===== config.mk =====
export PLATFORM = sky130hd
export DESIGN_NAME = pointer_delta_conditioner_unit
export DESIGN_NICKNAME = d
export VERILOG_FILES = /design/src/design/pdc_pkg.sv /design/src/design/pdc_mul.sv /design/src/design/pdc_core.sv /design/src/design/pointer_delta_conditioner_unit.sv
export SDC_FILE = /design/constraint.sdc
export NUM_CORES = 2
export LEC_CHECK = 0
export BUFFER_PORTS_ARGS = -buffer_cell sky130_fd_sc_hd__buf_2
export CAP_MARGIN = 10
export CORE_UTILIZATION = 45
export CTS_CLUSTER_SIZE = 30
export DETAILED_ROUTE_END_ITERATION = 16
export GPL_TIMING_DRIVEN = 0
export HOLD_SLACK_MARGIN = 0.05
export REMOVE_ABC_BUFFERS = 1
export SLEW_MARGIN = 20
export SYNTH_ARGS = -nofsm -noshare
export SYNTH_HDL_FRONTEND = slang
export SYNTH_SLANG_ARGS = --single-unit
export TNS_END_PERCENT = 1

===== constraint.sdc =====
create_clock -name clk -period 19.6 [get_ports clk]
set_input_delay 5.88 -clock clk [delete_from_list [all_inputs] [get_ports clk]]
set_output_delay 5.88 -clock clk [all_outputs]
set_load 0.01 [all_outputs]

===== src/design/pdc_pkg.sv =====
// ----------------------------------------------------------------------------
// pdc_pkg
// Shared types, register indexes and saturation and rounding helpers for the pointer delta
// conditioner.
// ----------------------------------------------------------------------------
package pdc_pkg;

  localparam logic [2:0] REG_GRAB   = 3'd0;
  localparam logic [2:0] REG_GAIN   = 3'd1;
  localparam logic [2:0] REG_CAP    = 3'd2;
  localparam logic [2:0] REG_SMOOTH = 3'd3;
  localparam logic [2:0] REG_DECEL  = 3'd4;

  localparam logic signed [27:0] DMAX = 28'sd8388607;
  localparam logic signed [27:0] DMIN = -28'sd8388608;

  typedef logic signed [23:0] delta_t;
  typedef logic signed [57:0] prod_t;

  typedef struct packed {
    logic        grab;
    logic [23:0] gain;
    logic [22:0] cap;
    logic [23:0] smooth;
    logic [23:0] decel;
  } pdc_cfg_t;

  function automatic delta_t sat24(input logic signed [27:0] v);
    delta_t r;
    if (v > DMAX) begin
      r = DMAX[23:0];
    end else if (v < DMIN) begin
      r = DMIN[23:0];
    end else begin
      r = v[23:0];
    end
    return r;
  endfunction

  // Shift right by 16, rounding half away from zero.
  function automatic logic signed [27:0] shr_round16(input prod_t p);
    logic [57:0] u;
    logic [57:0] q;
    logic signed [27:0] m;
    u = p[57] ? 58'(-p) : 58'(p);
    q = (u + 58'd32768) >> 16;
    m = $signed(q[27:0]);
    return p[57] ? -m : m;
  endfunction

endpackage


===== src/design/pdc_mul.sv =====
// ----------------------------------------------------------------------------
// pdc_mul
// Shared signed multiplier with a registered product.
// ----------------------------------------------------------------------------
module pdc_mul (
  input  logic                 clk,
  input  logic signed [31:0]   a,
  input  logic signed [25:0]   b,
  output pdc_pkg::prod_t       prod
);
  import pdc_pkg::*;

  always_ff @(posedge clk) begin
    prod <= prod_t'(a) * prod_t'(b);
  end

endmodule


===== src/design/pdc_core.sv =====
// ----------------------------------------------------------------------------
// pdc_core
// Sequencer for acceleration, capping and smoothing around one multiplier.
// ----------------------------------------------------------------------------
module pdc_core (
  input  logic              clk,
  input  logic              rst,
  input  logic              start,
  input  logic [15:0]       rel_x,
  input  logic [15:0]       rel_y,
  input  logic [15:0]       frame_time,
  input  pdc_pkg::pdc_cfg_t cfg,
  input  logic              out_free,
  output logic              idle,
  output logic              done,
  output pdc_pkg::delta_t   res_dx,
  output pdc_pkg::delta_t   res_dy
);
  import pdc_pkg::*;

  localparam logic [4:0] S_IDLE  = 5'd0;
  localparam logic [4:0] S_AMUL1 = 5'd1;
  localparam logic [4:0] S_AMUL2 = 5'd2;
  localparam logic [4:0] S_AMUL3 = 5'd3;
  localparam logic [4:0] S_DIFF  = 5'd4;
  localparam logic [4:0] S_SQX   = 5'd5;
  localparam logic [4:0] S_SQY   = 5'd6;
  localparam logic [4:0] S_SQS   = 5'd7;
  localparam logic [4:0] S_RT    = 5'd8;
  localparam logic [4:0] S_RC    = 5'd9;
  localparam logic [4:0] S_LMUL  = 5'd10;
  localparam logic [4:0] S_LDIV  = 5'd11;
  localparam logic [4:0] S_LAMT  = 5'd12;
  localparam logic [4:0] S_T1    = 5'd13;
  localparam logic [4:0] S_T2    = 5'd14;
  localparam logic [4:0] S_APPX  = 5'd15;
  localparam logic [4:0] S_APPY  = 5'd16;
  localparam logic [4:0] S_APPE  = 5'd17;
  localparam logic [4:0] S_FIN   = 5'd18;

  logic [4:0]         state;
  logic               ax;
  logic signed [15:0] rx;
  logic signed [15:0] ry;
  logic [15:0]        ft;
  delta_t             dx;
  delta_t             dy;
  delta_t             prev_dx;
  delta_t             prev_dy;
  logic signed [24:0] ddx;
  logic signed [24:0] ddy;
  logic [48:0]        sq;
  logic [11:0]        root;
  logic [3:0]         bitn;
  logic [16:0]        amt;

  logic signed [31:0] op_a;
  logic signed [25:0] op_b;
  prod_t              prod;

  logic signed [16:0] rsel;
  logic [16:0]        absr;
  logic [11:0]        trial;
  logic [15:0]        sm;
  logic [12:0]        dt;
  logic [24:0]        rate;
  logic               small_x;
  logic               small_y;
  logic               two_x;
  logic               two_y;
  logic [45:0]        mag;
  logic [45:0]        mag_c;
  logic [48:0]        sq_sum;
  logic [16:0]        qdiv;
  logic [21:0]        tamt;
  logic signed [24:0] avg_x;
  logic signed [24:0] avg_y;

  function automatic delta_t half_round(input logic signed [24:0] v);
    logic [24:0] u;
    logic [24:0] h;
    u = v[24] ? 25'(-v) : 25'(v);
    h = (u + 25'd1) >> 1;
    return v[24] ? -delta_t'(h[23:0]) : delta_t'(h[23:0]);
  endfunction

  pdc_mul u_mul (
    .clk  (clk),
    .a    (op_a),
    .b    (op_b),
    .prod (prod)
  );

  always_comb begin
    rsel    = ax ? {ry[15], ry} : {rx[15], rx};
    absr    = rsel[16] ? 17'(-rsel) : 17'(rsel);
    trial   = root | (12'd1 << bitn);
    sm      = (cfg.smooth < 24'd58982) ? cfg.smooth[15:0] : 16'd58982;
    dt      = (ft < 16'd6554) ? ft[12:0] : 13'd6554;
    small_x = (dx >= -24'sd2) && (dx <= 24'sd2);
    small_y = (dy >= -24'sd2) && (dy <= 24'sd2);
    two_x   = (dx == 24'sd2) || (dx == -24'sd2);
    two_y   = (dy == 24'sd2) || (dy == -24'sd2);
    if (small_x && small_y && !(two_x && two_y)) begin
      rate = (cfg.decel >= 24'd7) ? {1'b0, cfg.decel} : {cfg.smooth, 1'b0};
    end else begin
      rate = {1'b0, cfg.smooth};
    end
    mag     = 46'((prod[53:0] + 54'd128) >> 8);
    mag_c   = (mag > 46'd8388607) ? 46'd8388607 : mag;
    if (mag_c > {23'd0, cfg.cap}) begin
      mag_c = {23'd0, cfg.cap};
    end
    sq_sum  = sq + prod[48:0];
    qdiv    = prod[38:22];
    tamt    = prod[37:16];
    avg_x   = 25'(dx) + 25'(prev_dx);
    avg_y   = 25'(dy) + 25'(prev_dy);
  end

  always_comb begin
    op_a = '0;
    op_b = '0;
    unique case (state)
      S_AMUL1: begin
        op_a = {15'd0, absr};
        op_b = {9'd0, absr};
      end
      S_AMUL2: begin
        op_a = {1'd0, prod[30:0]};
        op_b = {2'd0, cfg.gain};
      end
      S_SQX, S_APPX: begin
        op_a = 32'(ddx);
        op_b = (state == S_SQX) ? 26'(ddx) : {9'd0, amt};
      end
      S_SQY, S_APPY: begin
        op_a = 32'(ddy);
        op_b = (state == S_SQY) ? 26'(ddy) : {9'd0, amt};
      end
      S_RT: begin
        op_a = {20'd0, trial};
        op_b = {14'd0, trial};
      end
      S_LMUL: begin
        op_a = {20'd0, root};
        op_b = {10'd0, sm};
      end
      S_LDIV: begin
        op_a = {13'd0, prod[27:9]};
        op_b = 26'd838861;
      end
      S_T1: begin
        op_a = {7'd0, rate};
        op_b = {13'd0, dt};
      end
      default: begin
        op_a = '0;
        op_b = '0;
      end
    endcase
  end

  assign idle   = (state == S_IDLE);
  assign done   = (state == S_FIN) && out_free;
  assign res_dx = dx;
  assign res_dy = dy;

  always_ff @(posedge clk) begin
    if (rst) begin
      state   <= S_IDLE;
      prev_dx <= '0;
      prev_dy <= '0;
      ax      <= 1'b0;
    end else begin
      unique case (state)
        S_IDLE: begin
          if (start) begin
            rx <= $signed(rel_x);
            ry <= $signed(rel_y);
            ft <= frame_time;
            ax <= 1'b0;
            dx <= delta_t'({rel_x, 8'd0});
            dy <= delta_t'({rel_y, 8'd0});
            if (cfg.grab && (rel_x != 16'd0 || rel_y != 16'd0)) begin
              state <= (cfg.gain != 24'd0) ? S_AMUL1 : S_DIFF;
            end
          end
        end
        S_AMUL1: state <= S_AMUL2;
        S_AMUL2: state <= S_AMUL3;
        S_AMUL3: begin
          if (ax) begin
            dy    <= rsel[16] ? -delta_t'(mag_c[23:0]) : delta_t'(mag_c[23:0]);
            state <= S_DIFF;
          end else begin
            dx    <= rsel[16] ? -delta_t'(mag_c[23:0]) : delta_t'(mag_c[23:0]);
            ax    <= 1'b1;
            state <= S_AMUL1;
          end
        end
        S_DIFF: begin
          ddx <= 25'(dx) - 25'(prev_dx);
          ddy <= 25'(dy) - 25'(prev_dy);
          priority if (cfg.smooth < 24'd7) begin
            state <= S_FIN;
          end else if (cfg.smooth < 24'd65530) begin
            state <= S_SQX;
          end else if (cfg.smooth < 24'd65543) begin
            dx      <= half_round(avg_x);
            dy      <= half_round(avg_y);
            prev_dx <= half_round(avg_x);
            prev_dy <= half_round(avg_y);
            state   <= S_FIN;
          end else begin
            state <= S_T1;
          end
        end
        S_SQX: state <= S_SQY;
        S_SQY: begin
          sq    <= prod[48:0];
          state <= S_SQS;
        end
        S_SQS: begin
          sq   <= sq_sum;
          bitn <= 4'd11;
          if (sq_sum >= 49'd6553600) begin
            root  <= 12'd2560;
            state <= S_LMUL;
          end else begin
            root  <= 12'd0;
            state <= S_RT;
          end
        end
        S_RT: state <= S_RC;
        S_RC: begin
          if (prod[48:0] <= sq) begin
            root <= trial;
          end
          if (bitn == 4'd0) begin
            state <= S_LMUL;
          end else begin
            bitn  <= bitn - 4'd1;
            state <= S_RT;
          end
        end
        S_LMUL: state <= S_LDIV;
        S_LDIV: state <= S_LAMT;
        S_LAMT: begin
          amt   <= 17'd65536 - qdiv;
          state <= S_APPX;
        end
        S_T1: state <= S_T2;
        S_T2: begin
          amt   <= (tamt > 22'd65536) ? 17'd65536 : tamt[16:0];
          state <= S_APPX;
        end
        S_APPX: state <= S_APPY;
        S_APPY: begin
          dx    <= sat24(28'(prev_dx) + shr_round16(prod));
          state <= S_APPE;
        end
        S_APPE: begin
          dy      <= sat24(28'(prev_dy) + shr_round16(prod));
          prev_dx <= dx;
          prev_dy <= sat24(28'(prev_dy) + shr_round16(prod));
          state   <= S_FIN;
        end
        S_FIN: begin
          if (out_free) begin
            state <= S_IDLE;
          end
        end
        default: state <= S_IDLE;
      endcase
    end
  end

endmodule


===== src/design/pointer_delta_conditioner_unit.sv =====
// ----------------------------------------------------------------------------
// pointer_delta_conditioner_unit
// Relative pointer motion conditioner: acceleration, capping and smoothing.
// ----------------------------------------------------------------------------
// Raw motion enters on the s_ group, one transaction per report. Conditioned
// deltas leave on the m_ group. Registers are written over the cfg_ channel,
// which is always ready; they should only change while the block is idle.
// A report is dropped, with no output, when grab is off or rel_x and rel_y
// are both zero. Otherwise exactly one output transaction follows.
// A report takes its shortest path to output valid with no acceleration and
// pass-through, its longest with acceleration and the length-weighted blend;
// the 12-step square root, each step a trial square through the shared
// multiplier and a compare, dominates the latter. s_tready is low while a
// report is being worked on, so a new report is taken only once the
// sequencer has finished with the previous one. The result sits in an
// output register; while the receiver stalls the next report can still be
// taken, but its result waits in the sequencer until the register empties.
// Synchronous reset clears the configuration, previous delta and output valid.
// ----------------------------------------------------------------------------
module pointer_delta_conditioner_unit (
  input  logic        clk,
  input  logic        rst,
  input  logic        s_tvalid,
  output logic        s_tready,
  input  logic [47:0] s_tdata,   // rel_x, rel_y, frame_time
  output logic        m_tvalid,
  input  logic        m_tready,
  output logic [47:0] m_tdata,   // out_dx, out_dy
  input  logic        cfg_valid,
  output logic        cfg_ready,
  input  logic [2:0]  cfg_index,
  input  logic [23:0] cfg_data
);
  import pdc_pkg::*;

  pdc_cfg_t cfg;
  logic     out_free;
  logic     core_idle;
  logic     core_done;
  delta_t   res_dx;
  delta_t   res_dy;

  assign cfg_ready = 1'b1;
  assign s_tready  = core_idle;
  assign out_free  = !m_tvalid || m_tready;

  always_ff @(posedge clk) begin
    if (rst) begin
      cfg <= '0;
    end else if (cfg_valid) begin
      unique case (cfg_index)
        REG_GRAB:   cfg.grab   <= cfg_data[0];
        REG_GAIN:   cfg.gain   <= cfg_data;
        REG_CAP:    cfg.cap    <= cfg_data[22:0];
        REG_SMOOTH: cfg.smooth <= cfg_data;
        REG_DECEL:  cfg.decel  <= cfg_data;
        default:    cfg        <= cfg;
      endcase
    end
  end

  pdc_core u_core (
    .clk        (clk),
    .rst        (rst),
    .start      (s_tvalid && s_tready),
    .rel_x      (s_tdata[15:0]),
    .rel_y      (s_tdata[31:16]),
    .frame_time (s_tdata[47:32]),
    .cfg        (cfg),
    .out_free   (out_free),
    .idle       (core_idle),
    .done       (core_done),
    .res_dx     (res_dx),
    .res_dy     (res_dy)
  );

  always_ff @(posedge clk) begin
    if (rst) begin
      m_tvalid <= 1'b0;
    end else if (core_done) begin
      m_tvalid <= 1'b1;
    end else if (m_tready) begin
      m_tvalid <= 1'b0;
    end
  end

  always_ff @(posedge clk) begin
    if (core_done) begin
      m_tdata <= {res_dy, res_dx};
    end
  end

endmodule


==> metrics <==
most frequent cells in the layout=inv_1, nand2_1, fa_1; Worst setup endpoint=u_core.u_mul.prod[57]; worst r2r src=u_core.res_dx[18]; final WL=260000 um; global-route wire length before repair=394000 um; max-slew violations=0; number of global-route vias before repair=61781; CTS resizes=0; Worst setup SP type=flop; htree depth=2; crit end category=flop; commonest non-fill, non-tap cell in the layout=inv_1; count of cell types in the netlist=114; Least-Margin Pin Slew=1300 ps; drt pass-1 iters=7; Post-route DRC=0; die area=0.158 mm^2; Crit path required time=20150 ps; Num CTS Buffers=57; most frequent CP cell=fa_1; share of flip-flops with an asynchronous set or reset=0%; CP max-delay cell=a221o_1; setup total negative slack=0 ps; Clock Skews=36.0 ps; DR vias=61874; post-synthesis sequential element count=482; Hold WC Path Type=flop to flop; Area contributors post-synth=fa_1, edfxtp_1, ha_1; antenna-violating nets left=0; placed cell areas=0.0739 mm^2; final critical-path required period=13630 ps; critical path type=flop to flop; Die Height=397 um; Hold Fails Final Rpt=0; peak supply drop=0.0603 mV; vias per cell=5.90; Worst EP arrival=14180 ps; worst setup margin=5970 ps; status=finished, final reports clean; Rows=144; Pwr Total=2.87 mW; crit-path max FO=35; TritonCTS clock tree=done; GRT overflow=0; GRT Util Overall=33.1%; Design Area, Final=0.0760 mm^2; hold slack=464 ps; PwrDens=37.7 mW/mm^2; Final Net Count=9776; worst reg2reg endpoint=u_core.u_mul.prod[57]; Leak=33.3 nW; Root Buffer Master=clkbuf_16; Post-CTS Repair Setup Buffers=0; r2r setup slk=5970 ps; CP peak stage delay=960 ps; relative slew slack=13.2%; Core ar.=0.155 mm^2; Ports=131; HPWL Detailed=211000 um; 1st-iter DRT viols=5852; Final setup viols=0; Tcrit/Tclk final=69.5%; clk slew on worst S/H paths=60 ps; synthesized instance count=8502; max capacitance violation total=0; layout cells sized above 1=6.45%; CTS Hold Buffers Added=0; gpl congestion=1.02; WL/cell=24.8 um; largest net degree at the start of global routing=112; Initial Util=45.5%; post-synthesis sequential area ratio=17.7%; area grow syn2layout=8.03%; pre-CTS WS=6100 ps; Port Buffer Count=129; clk buf depth=3; Post-synth EDFFs=276; YS warnings=0; Post-synth top flop=edfxtp_1; critical path launch point=u_core.res_dx[18]; die width=397 um; fmax=73.4 MHz; Syn Area/Cell=8.27 um^2; Sink Count=482; antenna violations before repair=7; post-synth top area cell=fa_1; RSZ-0062 raised after global routing=false; R2R cell count=39; later-pin clock latency in the skew report=690 ps; post-synth top area share=24.5%; mapped cell area=0.0703 mm^2
==> layout make-up <==
type / instances / area (um^2)
clock buffer: 73 / 1590
sequential: 482 / 12400
timing repair buffer: 229 / 2040
clock inverter: 34 / 432
inverter: 1225 / 4600
antenna: 7 / 17.5
fill: 14982 / 78600
tap: 2044 / 2560
multi-input combinational: 6393 / 52300
==> worst min path at each step <==
stage | start | endpoint | slack (ps) | cells after the start
2_1_floorplan | cfg[56] | cfg[56] | 430 | 2
3_3_place_gp | cfg[60] | cfg[60] | 450 | 2
3_5_place_dp | cfg[65] | cfg[65] | 450 | 2
4_1_cts | cfg[65] | cfg[65] | 460 | 2
5_1_grt | cfg[65] | cfg[65] | 470 | 2
6_report | cfg[60] | cfg[60] | 460 | 2
==> report_power, final <==
part / switching [mW] / leakage (nW) / internal [mW]
clock: 0.510 / 1.00 / 0.683
combinational: 0.362 / 28.1 / 0.178
sequential: 0.0395 / 4.28 / 1.09
==> cells in the mapped netlist, types with 39 or more instances <==
master    count
nand2_1    1217
a31oi_1      66
o211ai_1     39
mux2i_1      43
a21oi_1     481
nor3_1      156
nand3_1     158
or2_2        43
o21bai_1     39
or3_1        59
edfxtp_1    276
dfxtp_1     206
o21a_1       47
o31ai_1      46
and2_1       79
inv_1      1220
nor2_1      731
nand2b_1     59
fa_1        861
clkbuf_1    337
and3_1       60
a211oi_1     53
xnor2_1     324
nor4_1       90
a21o_1       83
a22oi_1      45
ha_1        447
o21ai_0     291
nor2b_1      64
nand4_1      89
xor2_1      163
==> registers in the layout (all words and copies together), names as in the netlist, 25 cells and up <==
signal,cells
cfg,96
u_core.ddx,25
u_core.sq,49
u_core.ddy,25
u_core.u_mul.prod,55
m_tdata,48
==> per-stage QoR <==
stage | cells | util, %
4_1_cts | 10479 | 49.1
2_1_floorplan | 8100 | -
6_report | 10487 | 49.1
5_1_grt | 10480 | 49.1
3_3_place_gp | 10273 | 46.5
3_5_place_dp | 10372 | 47.8
==> metal layers <==
layer  share of wire, %  vias up  global-route usage [%]  wire length, um
met5              0.013        -                       0               34
met3                8.2      548                    6.01            21500
met2                 46     2622                    53.2           119000
li1                   -    28022                       -                -
met4                5.6        4                    15.9            14500
met1                 41    30678                    42.9           106000
==> worst max-delay path: cells and delay by family (launching register included) <==
| family | cells | cell delay (ps) |
|---|---|---|
| buffers and inverters | 6 | 500 |
| AOI/OAI and AO/OA | 16 | 5630 |
| adders and majority gates | 8 | 3960 |
| and+or+nand+nor | 8 | 2530 |
| xor gates and xnor gates | 1 | 280 |
| DFF | 1 | 510 |
==> logic make-up (layout without fill, tap and decap cells) <==
logic type      count (synthesis)  in the layout  synth area share [%]
flops                         482            482                  17.7
simple gates                 2955           2955                  19.4
compound gates               1576           1576                  14.7
fa+ha+maj                    1308           1308                  32.5
buf+inv                      1633           1561                  8.84
other cells                     2             15                0.0107
xor+xnor                      492            492                  6.19
mux                            54             54                 0.788
(Power assumes the default switching activity.)
